File: config.mk
export PLATFORM = sky130hd
export DESIGN_NAME = dictionary_halfword_decompressor_unit
export DESIGN_NICKNAME = d
export VERILOG_FILES = /design/src/hw/rtl/dhd_pkg.sv /design/src/hw/rtl/dhd_dict.sv /design/src/hw/rtl/dhd_parse.sv /design/src/hw/rtl/dhd_out.sv /design/src/hw/rtl/dictionary_halfword_decompressor_unit.sv
export SDC_FILE = /design/constraint.sdc
export NUM_CORES = 2
export LEC_CHECK = 0
export BUFFER_PORTS_ARGS = -buffer_cell sky130_fd_sc_hd__buf_2
export CAP_MARGIN = 5
export CORE_ASPECT_RATIO = 0.7
export CORE_UTILIZATION = 35
export DETAILED_ROUTE_END_ITERATION = 8
export GPL_ROUTABILITY_DRIVEN = 0
export HOLD_SLACK_MARGIN = 0.03
export SKIP_LAST_GASP = 1
export SLEW_MARGIN = 20
export SYNTH_ARGS = -nofsm -noshare
export SYNTH_HDL_FRONTEND = slang
export SYNTH_SLANG_ARGS = --single-unit
File: constraint.sdc
create_clock -name clk -period 13.86 [get_ports clk]
set_input_delay 1.386 -clock clk [delete_from_list [all_inputs] [get_ports clk]]
set_output_delay 1.386 -clock clk [all_outputs]
set_load 0.01 [all_outputs]
File: src/hw/rtl/dhd_pkg.sv
// Shared types and constants for the dictionary halfword decompressor.
package dhd_pkg;

    // Field format constants.
    localparam int DICT_ENTRIES_DEF = 64;
    localparam int LIT_BITS         = 16;
    localparam int IDX_BITS         = 6;
    localparam int COUNT_BYTES      = 4;
    localparam int BUF_BITS         = 24;
    localparam int CNT_BITS         = 5;

    // Parser phase within one field.
    typedef enum logic [1:0] {
        PH_HEADER = 2'd0,
        PH_DICT   = 2'd1,
        PH_STREAM = 2'd2,
        PH_IDLE   = 2'd3
    } phase_t;

    // One decoded token, before the dictionary data is merged in.
    typedef struct packed {
        logic                lit;
        logic [LIT_BITS-1:0] literal;
        logic                oob;
        logic                last;
    } tok_t;

    // Everything one input byte yields toward the result register.
    typedef struct packed {
        logic [1:0] n;
        tok_t       tok0;
        tok_t       tok1;
    } parse_res_t;

endpackage

File: src/hw/rtl/dhd_dict.sv
// Dictionary store with one write port and two registered read ports.
module dhd_dict #(
    parameter int DICT_ENTRIES = dhd_pkg::DICT_ENTRIES_DEF,
    parameter int AW           = $clog2(DICT_ENTRIES)
) (
    input  logic                         clk,
    input  logic                         we,
    input  logic [AW-1:0]                waddr,
    input  logic [dhd_pkg::LIT_BITS-1:0] wdata,
    input  logic                         re,
    input  logic [AW-1:0]                raddr0,
    input  logic [AW-1:0]                raddr1,
    output logic [dhd_pkg::LIT_BITS-1:0] rdata0,
    output logic [dhd_pkg::LIT_BITS-1:0] rdata1
);
    import dhd_pkg::*;

    logic [LIT_BITS-1:0] mem [DICT_ENTRIES];

    // Dictionary words are loaded during the dictionary phase of a field.
    always_ff @(posedge clk)
    begin
        if (we)
        begin
            mem[waddr] <= wdata;
        end
    end

    // Both token lookups of a byte are read at the same edge the byte is taken.
    always_ff @(posedge clk)
    begin
        if (re)
        begin
            rdata0 <= mem[raddr0];
            rdata1 <= mem[raddr1];
        end
    end

endmodule

File: src/hw/rtl/dhd_parse.sv
// Field parser: header count, dictionary load and bit stream token decode.
module dhd_parse #(
    parameter int DICT_ENTRIES = dhd_pkg::DICT_ENTRIES_DEF,
    parameter int AW           = $clog2(DICT_ENTRIES)
) (
    input  logic                         clk,
    input  logic                         rst_n,
    input  logic                         accept,
    input  logic [7:0]                   in_byte,
    input  logic                         start_req,
    output dhd_pkg::parse_res_t          res,
    output logic                         dict_we,
    output logic [AW-1:0]                dict_waddr,
    output logic [dhd_pkg::LIT_BITS-1:0] dict_wdata,
    output logic [AW-1:0]                dict_raddr0,
    output logic [AW-1:0]                dict_raddr1
);
    import dhd_pkg::*;

    localparam int CW = AW + 1;
    localparam int IW = IDX_BITS + AW;
    localparam logic [IW-1:0]       ENTRIES_W  = IW'(DICT_ENTRIES);
    localparam logic [CW-1:0]       HDR_END    = CW'(COUNT_BYTES - 1);
    localparam logic [CW-1:0]       DICT_END   = CW'(2 * DICT_ENTRIES - 1);
    localparam logic [CNT_BITS-1:0] NEED_LIT   = CNT_BITS'(1 + LIT_BITS);
    localparam logic [CNT_BITS-1:0] NEED_IDX   = CNT_BITS'(1 + IDX_BITS);
    localparam logic [CNT_BITS-1:0] BUF_FULL   = CNT_BITS'(BUF_BITS);

    phase_t                phase_reg, phase_next;
    logic [CW-1:0]         hbc_reg, hbc_next;
    logic [31:0]           rem_reg, rem_next;
    logic [7:0]            hold_reg, hold_next;
    logic [BUF_BITS-1:0]   buf_reg, buf_next;
    logic [CNT_BITS-1:0]   cnt_reg, cnt_next;

    // State as seen by this byte: a start beat restarts the field first.
    phase_t                ph_e;
    logic [CW-1:0]         hbc_e;
    logic [31:0]           rem_e;
    logic [7:0]            hold_e;
    logic [BUF_BITS-1:0]   buf_e;
    logic [CNT_BITS-1:0]   cnt_e;

    assign ph_e   = start_req ? PH_HEADER : phase_reg;
    assign hbc_e  = start_req ? '0 : hbc_reg;
    assign rem_e  = start_req ? '0 : rem_reg;
    assign hold_e = start_req ? '0 : hold_reg;
    assign buf_e  = start_req ? '0 : buf_reg;
    assign cnt_e  = start_req ? '0 : cnt_reg;

    // Header: the count shifts in through the remaining-words register.
    logic [31:0] shift_s;
    logic [31:0] rounded;
    logic        hdr_done;
    logic        dict_done;

    assign shift_s   = {rem_e[23:0], in_byte};
    assign rounded   = {1'b0, shift_s[31:1]} + {31'd0, shift_s[0]};
    assign hdr_done  = (hbc_e == HDR_END);
    assign dict_done = (hbc_e == DICT_END);

    // Stream: left-align the pending bits so the oldest bit sits at the top.
    logic [BUF_BITS-1:0] buf_s;
    logic [CNT_BITS-1:0] c0, c1;
    logic [BUF_BITS-1:0] win0, win1;
    logic                lit0, lit1;
    logic [CNT_BITS-1:0] need0, need1;
    logic                in_stream;
    logic                ok0, ok1;
    logic [IW-1:0]       idx0_w, idx1_w;

    assign buf_s     = {buf_e[BUF_BITS-9:0], in_byte};
    assign c0        = cnt_e + CNT_BITS'(8);
    assign win0      = buf_s << (BUF_FULL - c0);
    assign lit0      = win0[BUF_BITS-1];
    assign need0     = lit0 ? NEED_LIT : NEED_IDX;
    assign in_stream = (ph_e == PH_STREAM);
    assign ok0       = in_stream && (rem_e != 32'd0) && (c0 >= need0);

    // Second token starts right after the first one.
    assign win1  = lit0 ? (win0 << (1 + LIT_BITS)) : (win0 << (1 + IDX_BITS));
    assign c1    = c0 - need0;
    assign lit1  = win1[BUF_BITS-1];
    assign need1 = lit1 ? NEED_LIT : NEED_IDX;
    assign ok1   = ok0 && (rem_e != 32'd1) && (c1 >= need1);

    // Dictionary indexes, with an out-of-range flag for small dictionaries.
    assign idx0_w      = {{AW{1'b0}}, win0[BUF_BITS-2 -: IDX_BITS]};
    assign idx1_w      = {{AW{1'b0}}, win1[BUF_BITS-2 -: IDX_BITS]};
    assign dict_raddr0 = idx0_w[AW-1:0];
    assign dict_raddr1 = idx1_w[AW-1:0];

    // Tokens handed to the result register.
    always_comb
    begin
        res.n            = {ok0 & ok1, ok0 ^ ok1};
        res.tok0.lit     = lit0;
        res.tok0.literal = win0[BUF_BITS-2 -: LIT_BITS];
        res.tok0.oob     = (idx0_w >= ENTRIES_W);
        res.tok0.last    = (rem_e == 32'd1);
        res.tok1.lit     = lit1;
        res.tok1.literal = win1[BUF_BITS-2 -: LIT_BITS];
        res.tok1.oob     = (idx1_w >= ENTRIES_W);
        res.tok1.last    = (rem_e == 32'd2);
    end

    // Dictionary write on the low byte of each word.
    assign dict_we    = accept && (ph_e == PH_DICT) && hbc_e[0];
    assign dict_waddr = hbc_e[CW-1:1];
    assign dict_wdata = {hold_e, in_byte};

    // Next phase.
    always_comb
    begin
        phase_next = ph_e;
        case (ph_e)
            PH_HEADER:
            begin
                if (hdr_done)
                begin
                    phase_next = PH_DICT;
                end
            end
            PH_DICT:
            begin
                if (dict_done)
                begin
                    phase_next = (rem_e == 32'd0) ? PH_IDLE : PH_STREAM;
                end
            end
            PH_STREAM:
            begin
                if (rem_next == 32'd0)
                begin
                    phase_next = PH_IDLE;
                end
            end
            default:
            begin
                phase_next = ph_e;
            end
        endcase
    end

    // Counters, count and bit buffer for each phase.
    always_comb
    begin
        hbc_next  = hbc_e;
        rem_next  = rem_e;
        hold_next = hold_e;
        buf_next  = buf_e;
        cnt_next  = cnt_e;
        case (ph_e)
            PH_HEADER:
            begin
                rem_next = hdr_done ? rounded : shift_s;
                hbc_next = hdr_done ? '0 : hbc_e + CW'(1);
            end
            PH_DICT:
            begin
                if (!hbc_e[0])
                begin
                    hold_next = in_byte;
                end
                hbc_next = dict_done ? '0 : hbc_e + CW'(1);
            end
            PH_STREAM:
            begin
                buf_next = buf_s;
                rem_next = rem_e - {30'd0, res.n};
                if (ok1)
                begin
                    cnt_next = c1 - need1;
                end
                else if (ok0)
                begin
                    cnt_next = c1;
                end
                else
                begin
                    cnt_next = c0;
                end
            end
            default:
            begin
                hbc_next = hbc_e;
            end
        endcase
    end

    // Field state registers advance once per accepted byte.
    always_ff @(posedge clk or negedge rst_n)
    begin
        if (!rst_n)
        begin
            phase_reg <= PH_HEADER;
            hbc_reg   <= '0;
            rem_reg   <= '0;
            hold_reg  <= '0;
            buf_reg   <= '0;
            cnt_reg   <= '0;
        end
        else if (accept)
        begin
            phase_reg <= phase_next;
            hbc_reg   <= hbc_next;
            rem_reg   <= rem_next;
            hold_reg  <= hold_next;
            buf_reg   <= buf_next;
            cnt_reg   <= cnt_next;
        end
    end

endmodule

File: src/hw/rtl/dhd_out.sv
// Result register: holds up to two halfwords of one byte and drains them in order.
module dhd_out (
    input  logic                         clk,
    input  logic                         rst_n,
    input  logic                         accept,
    input  dhd_pkg::parse_res_t          res,
    input  logic [dhd_pkg::LIT_BITS-1:0] rdata0,
    input  logic [dhd_pkg::LIT_BITS-1:0] rdata1,
    input  logic                         out_ready,
    output logic                         out_valid,
    output logic [dhd_pkg::LIT_BITS-1:0] halfword,
    output logic                         last,
    output logic                         room
);
    import dhd_pkg::*;

    logic [1:0] left_reg;
    logic       head_reg;
    tok_t       tok0_reg, tok1_reg;
    tok_t       tok_sel;
    logic [LIT_BITS-1:0] rd_sel;
    logic       out_beat;

    assign out_valid = (left_reg != 2'd0);
    assign out_beat  = out_valid && out_ready;
    assign room      = (left_reg == 2'd0) || ((left_reg == 2'd1) && out_ready);

    // Pending count and slot pointer.
    always_ff @(posedge clk or negedge rst_n)
    begin
        if (!rst_n)
        begin
            left_reg <= 2'd0;
            head_reg <= 1'b0;
        end
        else if (accept)
        begin
            left_reg <= res.n;
            head_reg <= 1'b0;
        end
        else if (out_beat)
        begin
            left_reg <= left_reg - 2'd1;
            head_reg <= 1'b1;
        end
    end

    // Token payload, loaded with the byte.
    always_ff @(posedge clk)
    begin
        if (accept)
        begin
            tok0_reg <= res.tok0;
            tok1_reg <= res.tok1;
        end
    end

    // Pick the current slot and merge in the dictionary word.
    assign tok_sel  = head_reg ? tok1_reg : tok0_reg;
    assign rd_sel   = head_reg ? rdata1 : rdata0;
    assign halfword = tok_sel.lit ? tok_sel.literal :
                      (tok_sel.oob ? '0 : rd_sel);
    assign last     = tok_sel.last;

endmodule

File: src/hw/rtl/dictionary_halfword_decompressor_unit.sv
// Top level of the dictionary halfword decompressor.
//
//   Channel | Signals                          | Dir | Beat moves
//   --------+----------------------------------+-----+---------------------------
//   in      | in_valid, in_ready, in_byte,     | in  | one byte of the field
//           | start_req                        |     |
//   out     | out_valid, out_ready, halfword,  | out | one decoded halfword
//           | last                             |     |
//
// An accepted byte updates the field state and issues its dictionary reads at
// the same edge, and its zero, one or two halfwords wait in the result
// register. A byte yielding two halfwords occupies that register until both
// have drained, since the single output port drains one halfword per cycle
// while out_ready is high; the next byte can be taken as the last of them
// drains. Reset is asynchronous and returns the parser to the header phase;
// the dictionary is not cleared and needs no clearing pass. A stalled output
// holds the input off only while it would overflow the result register.
module dictionary_halfword_decompressor_unit #(
    parameter int DICT_ENTRIES = dhd_pkg::DICT_ENTRIES_DEF
) (
    input  logic                         clk,
    input  logic                         rst_n,
    input  logic                         in_valid,
    output logic                         in_ready,
    input  logic [7:0]                   in_byte,
    input  logic                         start_req,
    output logic                         out_valid,
    input  logic                         out_ready,
    output logic [dhd_pkg::LIT_BITS-1:0] halfword,
    output logic                         last
);
    import dhd_pkg::*;

    localparam int AW = $clog2(DICT_ENTRIES);

    logic                accept;
    parse_res_t          res;
    logic                dict_we;
    logic [AW-1:0]       dict_waddr;
    logic [LIT_BITS-1:0] dict_wdata;
    logic [AW-1:0]       dict_raddr0, dict_raddr1;
    logic [LIT_BITS-1:0] rdata0, rdata1;

    assign accept = in_valid && in_ready;

    // Field parser and token decode.
    dhd_parse #(
        .DICT_ENTRIES (DICT_ENTRIES),
        .AW           (AW)
    ) u_parse (
        .clk         (clk),
        .rst_n       (rst_n),
        .accept      (accept),
        .in_byte     (in_byte),
        .start_req   (start_req),
        .res         (res),
        .dict_we     (dict_we),
        .dict_waddr  (dict_waddr),
        .dict_wdata  (dict_wdata),
        .dict_raddr0 (dict_raddr0),
        .dict_raddr1 (dict_raddr1)
    );

    // Dictionary memory.
    dhd_dict #(
        .DICT_ENTRIES (DICT_ENTRIES),
        .AW           (AW)
    ) u_dict (
        .clk    (clk),
        .we     (dict_we),
        .waddr  (dict_waddr),
        .wdata  (dict_wdata),
        .re     (accept),
        .raddr0 (dict_raddr0),
        .raddr1 (dict_raddr1),
        .rdata0 (rdata0),
        .rdata1 (rdata1)
    );

    // Result register and output handshake.
    dhd_out u_out (
        .clk       (clk),
        .rst_n     (rst_n),
        .accept    (accept),
        .res       (res),
        .rdata0    (rdata0),
        .rdata1    (rdata1),
        .out_ready (out_ready),
        .out_valid (out_valid),
        .halfword  (halfword),
        .last      (last),
        .room      (in_ready)
    );

`ifndef ASSERT_OFF
    // A pending halfword that is stalled must never be overwritten by a new byte.
    assert property (@(posedge clk) disable iff (!rst_n)
        (out_valid && !out_ready) |-> !in_ready)
        else $error("byte taken while a stalled halfword is pending");

    // The final halfword of a field leaves nothing behind it.
    assert property (@(posedge clk) disable iff (!rst_n)
        (out_valid && out_ready && last) |=> !out_valid)
        else $error("halfword still pending after the last one");

    // A start byte is a header byte and yields no halfword.
    assert property (@(posedge clk) disable iff (!rst_n)
        (accept && start_req) |=> !out_valid)
        else $error("start byte produced a halfword");
`endif

endmodule
Word level (Yosys, flattened, before mapping)
Memory sizes are Yosys's and may differ from the RTL's. A register that Yosys moved wholly into a read port is not among the register bits.
Cells that the tools add are included.
{ "op_classes": {"add_sub_neg": 8, "n_mul": 0, "div_mod_pow": 0, "magnitude_cmp": 4, "n_eq_ne": 8, "n_shift": 1, "muxes": 35, "bitwise_logic": 2, "reduce_logical": 17} }
{ "op_table": {"columns": ["cell", "n"], "rows": [
  ["16-bit 2-to-1 mux", 5],
  ["32-bit zero test", 2],
  ["32-bit 2-to-1 mux", 2],
  ["32-bit case mux with 2 select lines", 1],
  ["31-bit by 1-bit adder with 32-bit output", 1],
  ["32-bit by 1-bit equality test with 1-bit output (second input constant)", 1],
  ["32-bit by 2-bit equality test with 1-bit output (second input constant)", 1],
  ["32-bit by 1-bit inequality test with 1-bit output (second input constant)", 1],
  ["32-bit nonzero test", 1],
  ["32-bit by 2-bit subtractor with 32-bit output", 1],
  ["5-bit 2-to-1 mux", 6],
  ["24-bit 2-to-1 mux", 1],
  ["8-bit 2-to-1 mux", 3],
  ["24-bit by 5-bit << shifter with 24-bit output", 1],
  ["7-bit 2-to-1 mux", 3],
  ["19-bit 2-to-1 mux", 1],
  ["6-bit by 7-bit >= comparator with 1-bit output (second input constant)", 2],
  ["7-bit case mux with 2 select lines", 1],
  ["2-bit 2-to-1 mux", 6],
  ["5-bit >= comparator", 2],
  ["5-bit subtractor", 2],
  ["1-bit logical AND", 9],
  ["7-bit by 1-bit adder with 7-bit output (second input constant)", 1],
  ["7-bit by 2-bit equality test with 1-bit output (second input constant)", 1],
  ["13 further kinds", 20]
]} }
{ "totals": {"ff_bits": 111, "latch_bits": 0, "ram_bits": 1024, "mem_bits_ro": 0, "input_bits": 13, "out_inout_bits": 19, "word_cells": 93, "n_memories": 1} }
{ "mem_list": {"columns": ["memory", "words", "word_bits", "rd", "rd_ports_with_merged_regs", "write_ports", "line_no", "source"], "rows": [
  ["u_dict.mem", 64, 16, 2, 2, 1, "dhd_dict.sv:18", "logic [LIT_BITS-1:0] mem [DICT_ENTRIES];"]
]} }

Depth between registers and ports, before layout
{ "depth": {"ltp_word": 15, "depth_mapped": 39, "mapped_depth_nobuf": 32} }

Modules after synthesis
A second synthesis with hierarchy kept.
{ "unflattened": {"cells_unflattened": 3749, "hier_area_um2": 58901.5} }
{ "modules_own_cells": {"columns": ["module", "n_inst", "cells_each", "area_per_inst_um2", "seq_area_each_um2"], "rows": [
  ["dhd_dict", 1, 2582, 49157.1, 31710.4],
  ["dhd_parse", 1, 1047, 7812.5, 1751.7],
  ["dhd_out", 1, 119, 1925.6, 1216.2],
  ["dictionary_halfword_decompressor_unit", 1, 1, 6.3, 0.0]
]} }

Worst setup path before layout
OpenSTA, ideal clock, no wires.
{ "synth_timing": {"kind": "input-to-reg", "startpoint": "input start_req", "endpoint": "register u_parse.phase_reg[0]", "setup_time_ns": 0.095, "arrival_ns": 9.347, "required_time_ns": 13.765, "setup_slack_ns": 4.418, "cell_stages": 36, "path_buffers": 8, "cell_sequence": "buf_2 > clkbuf_1 > clkinv_1 > clkbuf_1 > clkbuf_1 > clkbuf_1 > nand2_1 > ha_1 > clkbuf_1 > or4b_2 > o211ai_1 > clkbuf_1 > nand2_1 > o22ai_1 > ha_1 > a211oi_1 > xnor2_1 > xnor2_1 > ha_1 > o21ai_0 > a21oi_1 > and2_1 > ha_1 > inv_1 > ha_1 > nor2b_1 > or3_1 > clkbuf_1 > o41ai_1 > nand2_1 > a2bb2oi_1 > o21ai_0 > or4_1 > nor4_1 > nand4_1 > o31ai_1"} }
{ "synth_lines": {"columns": ["element", "line_no", "source"], "rows": [
  ["start, declared", "dictionary_halfword_decompressor_unit.sv:26", "input logic start_req,"],
  ["end signal, assigned", "dhd_parse.sv:205", "phase_reg <= phase_next;"],
  ["end, declared", "dhd_parse.sv:29", "phase_t phase_reg, phase_next;"]
]} }

==> run metrics <==
Cells after Synth=5,799; Detail Placement HPWL=149,000 microns; clk_lat worst skew=750 ps; fmax=0.0937 GHz; vias per inst=6.33; commonest non-fill, non-tap cell in the layout=nand2_1; Tot Pwr=11.2 mW; gr ovfl total=0; reg-to-reg startpoint=u_parse.cnt_reg[0]; CTS clk-pin slew, worst paths=60 ps; maximum fanout along the worst path=53; clk sinks=1,165; Initial Utilization=35.4%; crit path kind=input port to flop; drt wl/cell=29.3 microns; DRC errors left=0; Slew @ Worst Pin=1430 ps; Final #Nets=5,658; CTS tree=built; Syn. warnings=0; Critical Path AT=11,320 ps; Post-CTS Hold Fix Bufs=0; Period minus WS final=10,670 ps; top post-synthesis cells by area=edfxtp_1 (55%), nand2_1 (9.9%), nand3_1 (5.5%); worst hold path type=input port to asynchronous set/reset pin; TritonRoute pass-1 iters=8; largest net degree at the start of global routing=139; Setup crit end kind=flop; P_leak=22.9 nW; unrepaired setup endpoints after global routing=false; Die X=497 microns; crit path from=start_req; Routed WL=233,000 microns; startpoint types=input port; clock buffer count from CTS=110; CP max-delay cell=ha_1; H-tree level count=3; count of final max-slew check failures=0; Mapped Area=59,900 sq um; EDFF count, synth=1,092; initial antenna violation count=15; leading area contributor after synthesis=edfxtp_1; Placed Area=62,800 sq um; library cells used by synthesis=85; Avg Inst Size Synth=10.3 sq um; routed vias=50.4k; Starting DRT DRC Count=9,957; Antenna Nets Post-Route=0; clk buf depth=3; overall routing resource usage=26.2%; CTS Root Cell=clkbuf_16; vias in the first global route=44.9k; worst hold slack=479 ps; I/O Buffers=31; Placeable Area=169,000 sq um; # fillers=16.2k; Post-synth top flop=edfxtp_1; Hold Fails Final Rpt=0; first-pass GRT wire length=330,000 microns; max incr delay on CP=1100 ps; row cnt=126; Net Count, Synth=5,832; io pins=32; status=finished, final reports clean; Final Setup Violations=0; die height=348 microns; Largest register FFs=1,024; P per Cell Area=169 nW/um^2; post_cts resized=0; Synth Register Bits=1,165; maxcap violations=0; layout cells sized above 1=9.68%; synthesis-to-finish area growth=10.4%; Synth async-reset ratio=6.27%; final period utilization=77.0%; worst clock skew=36.6 ps; Peak VDD IR=0.000137 V; final setup TNS=0 ps; crit-path most repeated cell=ha_1; final design instance area without fill=66,200 sq um; Post-CTS Repair Setup Buffers=0; Yosys top cell area share=54.7%; die area=173,000 sq um; commonest non-fill, non-tap cells in the layout=nand2_1 (1,578), edfxtp_1 (1,092), nand3_1 (657); sequential share of the synthesized area=57.7%; Required @ worst endpoint=14,510 ps; relative slew slack=4.07%
[report_power, final]
group	internal (mW)	switching (mW)	total [mW]	leakage [nW]
Combinational	1.07	3.00	4.07	9.66
Clock	1.55	1.40	2.96	1.62
Sequential	4.02	0.166	4.18	11.6
Total	6.64	4.57	11.2	22.9
[cell usage after synthesis, types with 15 or more instances]
cell type	instances
xnor2_1	20
o22ai_1	27
inv_1	32
nor3_1	37
a221o_1	34
nand4_1	67
nand3_1	657
nor4_1	18
a32oi_1	51
a31oi_1	62
edfxtp_1	1092
o21ai_0	91
nor2_1	162
or4b_1	15
dfrtp_1	73
a21oi_1	449
mux2i_1	144
nor2b_1	47
and2_1	17
a211oi_1	28
a221oi_1	53
a22o_1	44
ha_1	17
buf_2	48
a22oi_1	54
mux2_2	25
buf_1	67
nand2_1	1581
o2111ai_1	18
a311oi_1	38
o211ai_1	58
and4_1	20
clkbuf_1	349
mux4_2	76
a41oi_1	17
[worst paths after layout]
path	depth (start not counted)	slack, ps	end
min in group clk	1	510	u_parse.hold_reg[7]
setup / recovery	31	3190	u_parse.phase_reg[0]
setup reg to reg	31	3500	u_parse.phase_reg[0]
max in group asynchronous	2	12200	u_parse.rem_reg[26]
hold / removal	1	480	u_parse.hold_reg[2]
hold reg to reg	1	510	u_parse.hold_reg[7]
[metal layers]
layer / vias up / global-route usage [%] / wire, microns
li1: 21200 / - / -
met1: 24700 / 38.2 / 94500
met2: 3948 / 33.7 / 89400
met3: 476 / 12.3 / 41000
met4: 14 / 7.41 / 7410
met5: - / 0.420 / 659
[cells by family after synthesis]
family / share of synthesized area (%)
flops: 57.7
simple gates: 19.7
mux: 5.75
compound gates: 12.4
xor+xnor: 0.436
fa+ha+maj: 0.455
buf+inv: 3.46
[stage by stage]
step / utilization [%] / cells / setup WS, ps
finish: 39.1 / 7958 / 3190
global route: 39.1 / 7953 / 2710
CTS: 39.0 / 7951 / 3680
detailed placement: 37.1 / 7751 / 2930
global placement: 37.0 / 7750 / 3040
floorplan: - / 5799 / 4420
[critical path, delay by kind of cell]
family / cells / cell delay [ps]
adders and majority gates: 5 / 2480
and+or+nand+nor: 8 / 2540
xor gates and xnor gates: 3 / 430
muxes: 1 / 440
buffers and inverters: 4 / 900
AOI/OAI and AO/OA: 10 / 3050
[layout make-up]
| type | count | area (sq um) | area share [%] |
|---|---|---|---|
| multi-input combinational | 4120 | 23700 | 35.9 |
| clock inverter | 64 | 490 | 0.741 |
| clock buffer | 136 | 2850 | 4.31 |
| sequential | 1165 | 34600 | 52.3 |
| inverter | 37 | 179 | 0.270 |
| antenna | 5 | 12.5 | 0.0189 |
| tap | 2240 | 2800 | 4.23 |
| timing repair buffer | 191 | 1500 | 2.26 |
Power figures use the tool's default switching activity.
